### config.mk
export PLATFORM = sky130hd
export DESIGN_NAME = stun_mapped_address_parser
export DESIGN_NICKNAME = d
export VERILOG_FILES = /design/src/hw/rtl/smap_pkg.sv /design/src/hw/rtl/stun_mapped_address_parser.sv
export SDC_FILE = /design/constraint.sdc
export NUM_CORES = 1
export LEC_CHECK = 0
export ABC_CLOCK_PERIOD_IN_PS = 4100
export BUFFER_PORTS_ARGS = -buffer_cell sky130_fd_sc_hd__buf_2
export CORE_ASPECT_RATIO = 1.1
export CORE_MARGIN = 1
export CORE_UTILIZATION = 45
export CTS_CLUSTER_DIAMETER = 80
export DETAILED_ROUTE_END_ITERATION = 7
export PLACE_DENSITY = 0.64
export SLEW_MARGIN = 0
export SYNTH_ARGS = -nofsm -noshare
export SYNTH_HDL_FRONTEND = slang
export SYNTH_SLANG_ARGS = --single-unit
export TNS_END_PERCENT = 5
### constraint.sdc
create_clock -name clk -period 4.1 [get_ports clk]
set_input_delay 0.615 -clock clk [delete_from_list [all_inputs] [get_ports clk]]
set_output_delay 0.615 -clock clk [all_outputs]
set_load 0.05 [all_outputs]
### src/hw/rtl/smap_pkg.sv
// Shared types and constants for the STUN mapped-address parser.
// No dependencies; imported by the parser, its checker and the testbench.
package smap_pkg;

  localparam int MAX_BYTES = 1024;
  localparam int OFF_W     = $clog2(MAX_BYTES + 1);

  localparam logic [OFF_W-1:0] OFF_LIMIT    = OFF_W'(MAX_BYTES);
  localparam logic [OFF_W-1:0] OFF_HDR_LAST = OFF_W'(19);
  localparam logic [OFF_W-1:0] OFF_MIN_HDR  = OFF_W'(2);

  localparam logic [7:0]  HDR_BYTE     = 8'h01;
  localparam logic [15:0] ATTR_MAPPED  = 16'h0020;
  localparam logic [15:0] MIN_MAP_LEN  = 16'd8;
  localparam logic [7:0]  XOR_B0       = 8'h21;
  localparam logic [7:0]  XOR_B1       = 8'h12;
  localparam logic [7:0]  XOR_B2       = 8'hA4;
  localparam logic [7:0]  XOR_B3       = 8'h42;

  typedef enum logic [1:0] {
    PH_HEADER   = 2'd0,
    PH_ATTR_HDR = 2'd1,
    PH_ATTR_VAL = 2'd2,
    PH_DONE     = 2'd3
  } phase_t;

  typedef enum logic [1:0] {
    STS_FOUND       = 2'd0,
    STS_NOT_BINDING = 2'd1,
    STS_NO_ATTR     = 2'd2
  } status_t;

  typedef struct packed {
    logic [7:0] data_byte;
    logic       end_of_packet;
  } smap_in_t;

  typedef struct packed {
    status_t     status;
    logic [31:0] mapped_ip;
    logic [15:0] mapped_port;
  } smap_out_t;

endpackage

### src/hw/rtl/stun_mapped_address_parser.sv
// The result appears in out_data in the cycle after the final byte is accepted.
// Throughput: one byte per cycle while not stalled; bytes past MAX_BYTES are not parsed.
// in_stall rises only while a finished result sits in the output register and is stalled.
// Reset (rst_n low, synchronous) returns the parser to the header phase and drops out_valid.
// Top level: byte-serial STUN binding-response parser, XOR-MAPPED-ADDRESS extraction.
// Depends on smap_pkg.
module stun_mapped_address_parser (
  input  logic               clk,
  input  logic               rst_n,
  input  logic               in_valid,
  output logic               in_stall,
  input  smap_pkg::smap_in_t  in_data,
  output logic               out_valid,
  input  logic               out_stall,
  output smap_pkg::smap_out_t out_data
);
  import smap_pkg::*;

  logic [OFF_W-1:0] off_r,    off_nxt;
  phase_t           phase_r,  phase_nxt;
  logic             hdr_ok_r, hdr_ok_nxt;
  logic [15:0]      kind_r,   kind_nxt;
  logic [15:0]      rem_r,    rem_nxt;
  logic [2:0]       pos_r,    pos_nxt;
  logic             found_r,  found_nxt;
  logic [15:0]      port_r,   port_nxt;
  logic [31:0]      ip_r,     ip_nxt;

  logic             out_valid_r;
  smap_out_t        out_data_r, result;

  logic             accept, take, close;
  logic [7:0]       b;
  logic [15:0]      len;
  logic [16:0]      padded;
  logic [15:0]      rem_pad;

  assign in_stall  = out_valid_r & out_stall;
  assign accept    = in_valid & ~in_stall;
  assign take      = accept & (off_r != OFF_LIMIT);
  assign close     = accept & in_data.end_of_packet;
  assign b         = in_data.data_byte;
  assign len       = {rem_r[15:8], b};
  assign padded    = ({1'b0, len} + 17'd3) & ~17'd3;
  assign rem_pad   = padded[16] ? 16'hFFFF : padded[15:0];
  assign out_valid = out_valid_r;
  assign out_data  = out_data_r;

  always_comb begin
    off_nxt    = off_r;
    phase_nxt  = phase_r;
    hdr_ok_nxt = hdr_ok_r;
    kind_nxt   = kind_r;
    rem_nxt    = rem_r;
    pos_nxt    = pos_r;
    found_nxt  = found_r;
    port_nxt   = port_r;
    ip_nxt     = ip_r;
    if (take) begin
      off_nxt = off_r + 1'b1;
      case (phase_r)
        PH_HEADER: begin
          if ((off_r == '0 || off_r == OFF_W'(1)) && b != HDR_BYTE) begin
            hdr_ok_nxt = 1'b0;
            phase_nxt  = PH_DONE;
          end else if (off_r >= OFF_HDR_LAST) begin
            phase_nxt = PH_ATTR_HDR;
            pos_nxt   = '0;
          end
        end
        PH_ATTR_HDR: begin
          case (pos_r)
            3'd0:    kind_nxt = {b, 8'h00};
            3'd1:    kind_nxt = {kind_r[15:8], b};
            3'd2:    rem_nxt  = {b, 8'h00};
            default: begin
              if (kind_r == ATTR_MAPPED && len < MIN_MAP_LEN) begin
                kind_nxt = '0;
              end
              rem_nxt = rem_pad;
            end
          endcase
          if (pos_r == 3'd3) begin
            pos_nxt   = '0;
            phase_nxt = (rem_pad == '0) ? PH_ATTR_HDR : PH_ATTR_VAL;
          end else begin
            pos_nxt = pos_r + 1'b1;
          end
        end
        PH_ATTR_VAL: begin
          if (kind_r == ATTR_MAPPED && pos_r == 3'd7) begin
            ip_nxt[7:0] = b ^ XOR_B3;
            found_nxt   = 1'b1;
            phase_nxt   = PH_DONE;
          end else begin
            if (kind_r == ATTR_MAPPED) begin
              case (pos_r)
                3'd2:    port_nxt[15:8] = b ^ XOR_B0;
                3'd3:    port_nxt[7:0]  = b ^ XOR_B1;
                3'd4:    ip_nxt[31:24]  = b ^ XOR_B0;
                3'd5:    ip_nxt[23:16]  = b ^ XOR_B1;
                3'd6:    ip_nxt[15:8]   = b ^ XOR_B2;
                default: ;
              endcase
            end
            pos_nxt = pos_r + 1'b1;
            rem_nxt = rem_r - 1'b1;
            if (rem_r == 16'd1) begin
              pos_nxt   = '0;
              phase_nxt = PH_ATTR_HDR;
            end
          end
        end
        default: ;
      endcase
    end
  end

  always_comb begin
    result.status      = STS_NO_ATTR;
    result.mapped_ip   = '0;
    result.mapped_port = '0;
    if (!hdr_ok_nxt || off_nxt < OFF_MIN_HDR) begin
      result.status = STS_NOT_BINDING;
    end else if (found_nxt) begin
      result.status      = STS_FOUND;
      result.mapped_ip   = ip_nxt;
      result.mapped_port = port_nxt;
    end
  end

  always_ff @(posedge clk) begin
    if (!rst_n || close) begin
      off_r    <= '0;
      phase_r  <= PH_HEADER;
      hdr_ok_r <= 1'b1;
      kind_r   <= '0;
      rem_r    <= '0;
      pos_r    <= '0;
      found_r  <= 1'b0;
    end else begin
      off_r    <= off_nxt;
      phase_r  <= phase_nxt;
      hdr_ok_r <= hdr_ok_nxt;
      kind_r   <= kind_nxt;
      rem_r    <= rem_nxt;
      pos_r    <= pos_nxt;
      found_r  <= found_nxt;
    end
  end

  always_ff @(posedge clk) begin
    port_r <= port_nxt;
    ip_r   <= ip_nxt;
    if (close) begin
      out_data_r <= result;
    end
  end

  always_ff @(posedge clk) begin
    if (!rst_n) begin
      out_valid_r <= 1'b0;
    end else if (close) begin
      out_valid_r <= 1'b1;
    end else if (!out_stall) begin
      out_valid_r <= 1'b0;
    end
  end

endmodule

==> reports/results.tsv <==
stage	metric	value	unit
global_route	grt_start_max_net_pins	49	
sta	finalCriticalPeriod	3096	ps
yosys	yosys_warnings	0	
flow_run	maxCapViolCount	0	
global_route	gr-usage-met2	37.74	%
global_route	antenna_found_initial	0	
power	irDropWorstVdd	0.2945	mV
global_route	grt_pass1_vias	5378	
power	p_leak	3.126	nW
sta	max_freq	323.0	MHz
clock_network	worstSkewPairLatency	420	ps
yosys	ys_async_sr_fraction	0	%
yosys	synth_compound_area_share	12.28	%
sta	slew_viol_final	0	
cells_and_area	drive_gt1_share	16.56	%
yosys	netlist-cell-type-count	61	
sta	period_share	75.51	%
die	ios	65	
sta	fin_tns_setup	0	ps
global_route	grt_overflow_total	0	
worst_setup_path	cp.arrival	3250	ps
die	die_w	120.6	um
cells_and_area	utilization	53.03	%
global_route	grtUsageTotal	21.81	%
worst_setup_path	critPathTopFamily	simple AND/OR/NAND/NOR gates	
yosys	synth_top_area_share	28.45	%
yosys	synth_cells	715	
yosys	ys.flop_type	dfxtp_1	
yosys	yosys-top-cells-area	dfxtp_1, edfxtp_1, nor2_1	
global_route	grt_pass1_wl	27.13	mm
drt	avgViaCountPerCell	5.742	
place	hpwlAfterDp	11.29	mm
sta	worst_clock_skew	9.405	ps
run_status	status	complete, no violations	
clock_network	cts-hold-fix-buffers	0	
clock_network	cts_buffers	17	
global_route	grt_busiest_layer	met2	
clock_network	post_cts_buffers	0	
sta	rsz0062_at_grt	no	
worst_setup_path	worstPathRequired	4260	ps
yosys	synth_xor_area_share	1.634	%
clock_network	htreeDepth	4	
worst_setup_path	path_buf_inv	0	
yosys	synthSimpleGateAreaFrac	21.73	%
cells_and_area	num_antenna_cells	0	
worst_setup_path	end_kind	flip-flop	
clock_network	clock-sinks	149	
global_route	grt_use_met1	26.36	%
yosys	syn-num-nets	744	
die	rows	47	
yosys	synth_adder_area_share	2.874	%
yosys	synth_edf_count	50	
die	die_area	0.01598	sq mm
drt	ant_nets	0	
clock_network	cts_tree	built	
drt	wire_per_inst	17.17	um
yosys	syn-cell-area	0.006967	sq mm
power	power_density	452.0	mW/mm^2
worst_setup_path	cp_max_fo	10	
clock_network	postCtsResizedCells	0	
worst_setup_path	crit_chain	nor4_1 -> nand4_1 -> nor4_2 -> nand2_1 -> mux2_1 -> nor2b_1	
worst_setup_path	start_kind	flip-flop	
drt	drc	0	
cells_and_area	syn_to_final_growth	15.05	%
yosys	synthMuxAreaShare	7.525	%
drt	drt_pass1_iterations	5	
worst_setup_path	cp_slowest_cell	nor4_2	
drt	wirelength	16.64	mm
yosys	synth_top_family_by_area	simple AND/OR/NAND/NOR gates	
worst_setup_path	max_stage_delay	590	ps
yosys	syn_area_per_cell	9.744	sq um
die	coreArea	0.01511	sq mm
drt	drt_iter0_markers	419	
die	die_y	132.5	um
worst_hold_path	hold_class	flip-flop to flip-flop	
cells_and_area	final_nets	789	
drt	vias	5564	
yosys	ys_seq_area_share	50.00	%
clock_network	clk_pin_slew	60	ps
sta	relSlewSlack	29.70	%
die	start_util	46.10	%
place	place.gp.congestion	0.9291	
sta	hold_violations	0	
yosys	synth_area_leader_cell	dfxtp_1	
clock_network	cts_root_buffer	clkbuf_16	
sta	tightestPinTransition	1054	ps
worst_setup_path	timing_worst_setup_path_type	flip-flop to flip-flop	
place	port-buffer-count	64	
sta	setup_violations	0	
yosys	ys_ff_latch	149	
global_route	grt.met3_usage	5.043	%
clock_network	clk_path_buf_depth	2	
cells in the final DEF (no fill, tap or decap), types with 14 or more instances in the layout:
cell type,instances
ha_1,16
buf_2,64
edfxtp_1,50
nand3_1,22
clkbuf_16,17
nand4_1,15
nor2b_1,41
mux2_1,22
a21oi_1,43
nor2_1,69
inv_1,19
dfxtp_1,99
nand2_1,62
nor3_1,14
o21ai_0,20
cell type report:
class,count,area (sq um)
clock buffer,19,442.9
fill,1339,7098
inverter,20,75.07
tap,196,245.2
clock inverter,13,171.4
timing repair buffer,72,380.4
sequential,149,3483
multi-input combinational,500,3217
metal layers:
layer / part of all wire [%] / vias up
met4: 1.7 / 0
met1: 43 / 2664
met3: 5.0 / 30
met5: 0 / -
met2: 50 / 191
li1: - / 2679
where the power goes:
group          switching [mW]  leakage (nW)  internal [mW]
clock                   0.624         0.300          0.983
sequential             0.0294          1.26           1.56
combinational           0.308          1.56          0.117
per-stage QoR:
| step | cells | area [sq um] | hold slack, ps | power, mW | setup slack [ps] |
|---|---|---|---|---|---|
| 6_report | 969 | 8015 | 438.1 | 3.623 | 1004 |
| 5_1_grt | 969 | 8015 | 449.1 | 3.757 | 719.7 |
| 4_1_cts | 969 | 8015 | 429.2 | 3.644 | 998.8 |
| 3_5_place_dp | 937 | 7401 | 426.6 | 2.040 | 991.9 |
| 3_3_place_gp | 937 | 7401 | 418.3 | 2.034 | 1070 |
| 2_1_floorplan | 715 | 6967 | 410.4 | 1.927 | 1384 |
cell families (layout without fill, tap and decap cells):
| family | Yosys count | count (layout) |
|---|---|---|
| mux | 48 | 48 |
| compound gates | 132 | 132 |
| simple gates | 291 | 291 |
| xor+xnor | 13 | 13 |
| flops | 149 | 149 |
| fa+ha+maj | 16 | 16 |
| buf+inv | 66 | 124 |
synthesized netlist by cell type, drive strengths merged (2+ instances only):
master   count
buf         11
nand3       22
or3          7
xnor2        2
o31ai        6
clkbuf      35
and2         5
nor2        69
a22o         2
o21a         2
and3        13
and4         7
and4b        5
dfxtp       99
o22ai        2
o21ai       30
mux2        35
nand2       62
inv         20
o221ai       3
a22oi        9
nor3        14
a2111oi      3
a21o         3
nor2b       41
o2111a       2
nand4       15
o211ai       7
mux2i       13
or2          6
or4          5
o211a        3
a21oi       43
nor4        13
a31oi        6
edfxtp      50
nor4b        5
xor2        11
ha          16
worst paths after layout:
check,startpoint,endpoint,slack [ps],depth (start not counted)
hold reg to reg,ip_r[13],ip_r[13],440,2
setup reg to reg,kind_r[9],out_data[37],1000,6
setup / recovery,kind_r[9],out_data[37],1000,6
hold / removal,ip_r[13],ip_r[13],440,2
sequential cells by signal, indices dropped and copies added, names as in the netlist:
signal and cells:
out_data 50, ip_r 32, kind_r 16, port_r 16, rem_r 16, off_r 11
pos_r 3, phase_r 2, found_r 1, hdr_ok_r 1, out_valid 1
tightest hold or removal path, delay by kind of cell (launching register included):
kind / cells / cell delay (ps)
flops: 1 / 310
simple gates: 2 / 110
Note: power is estimated with default switching activity, not from simulation.
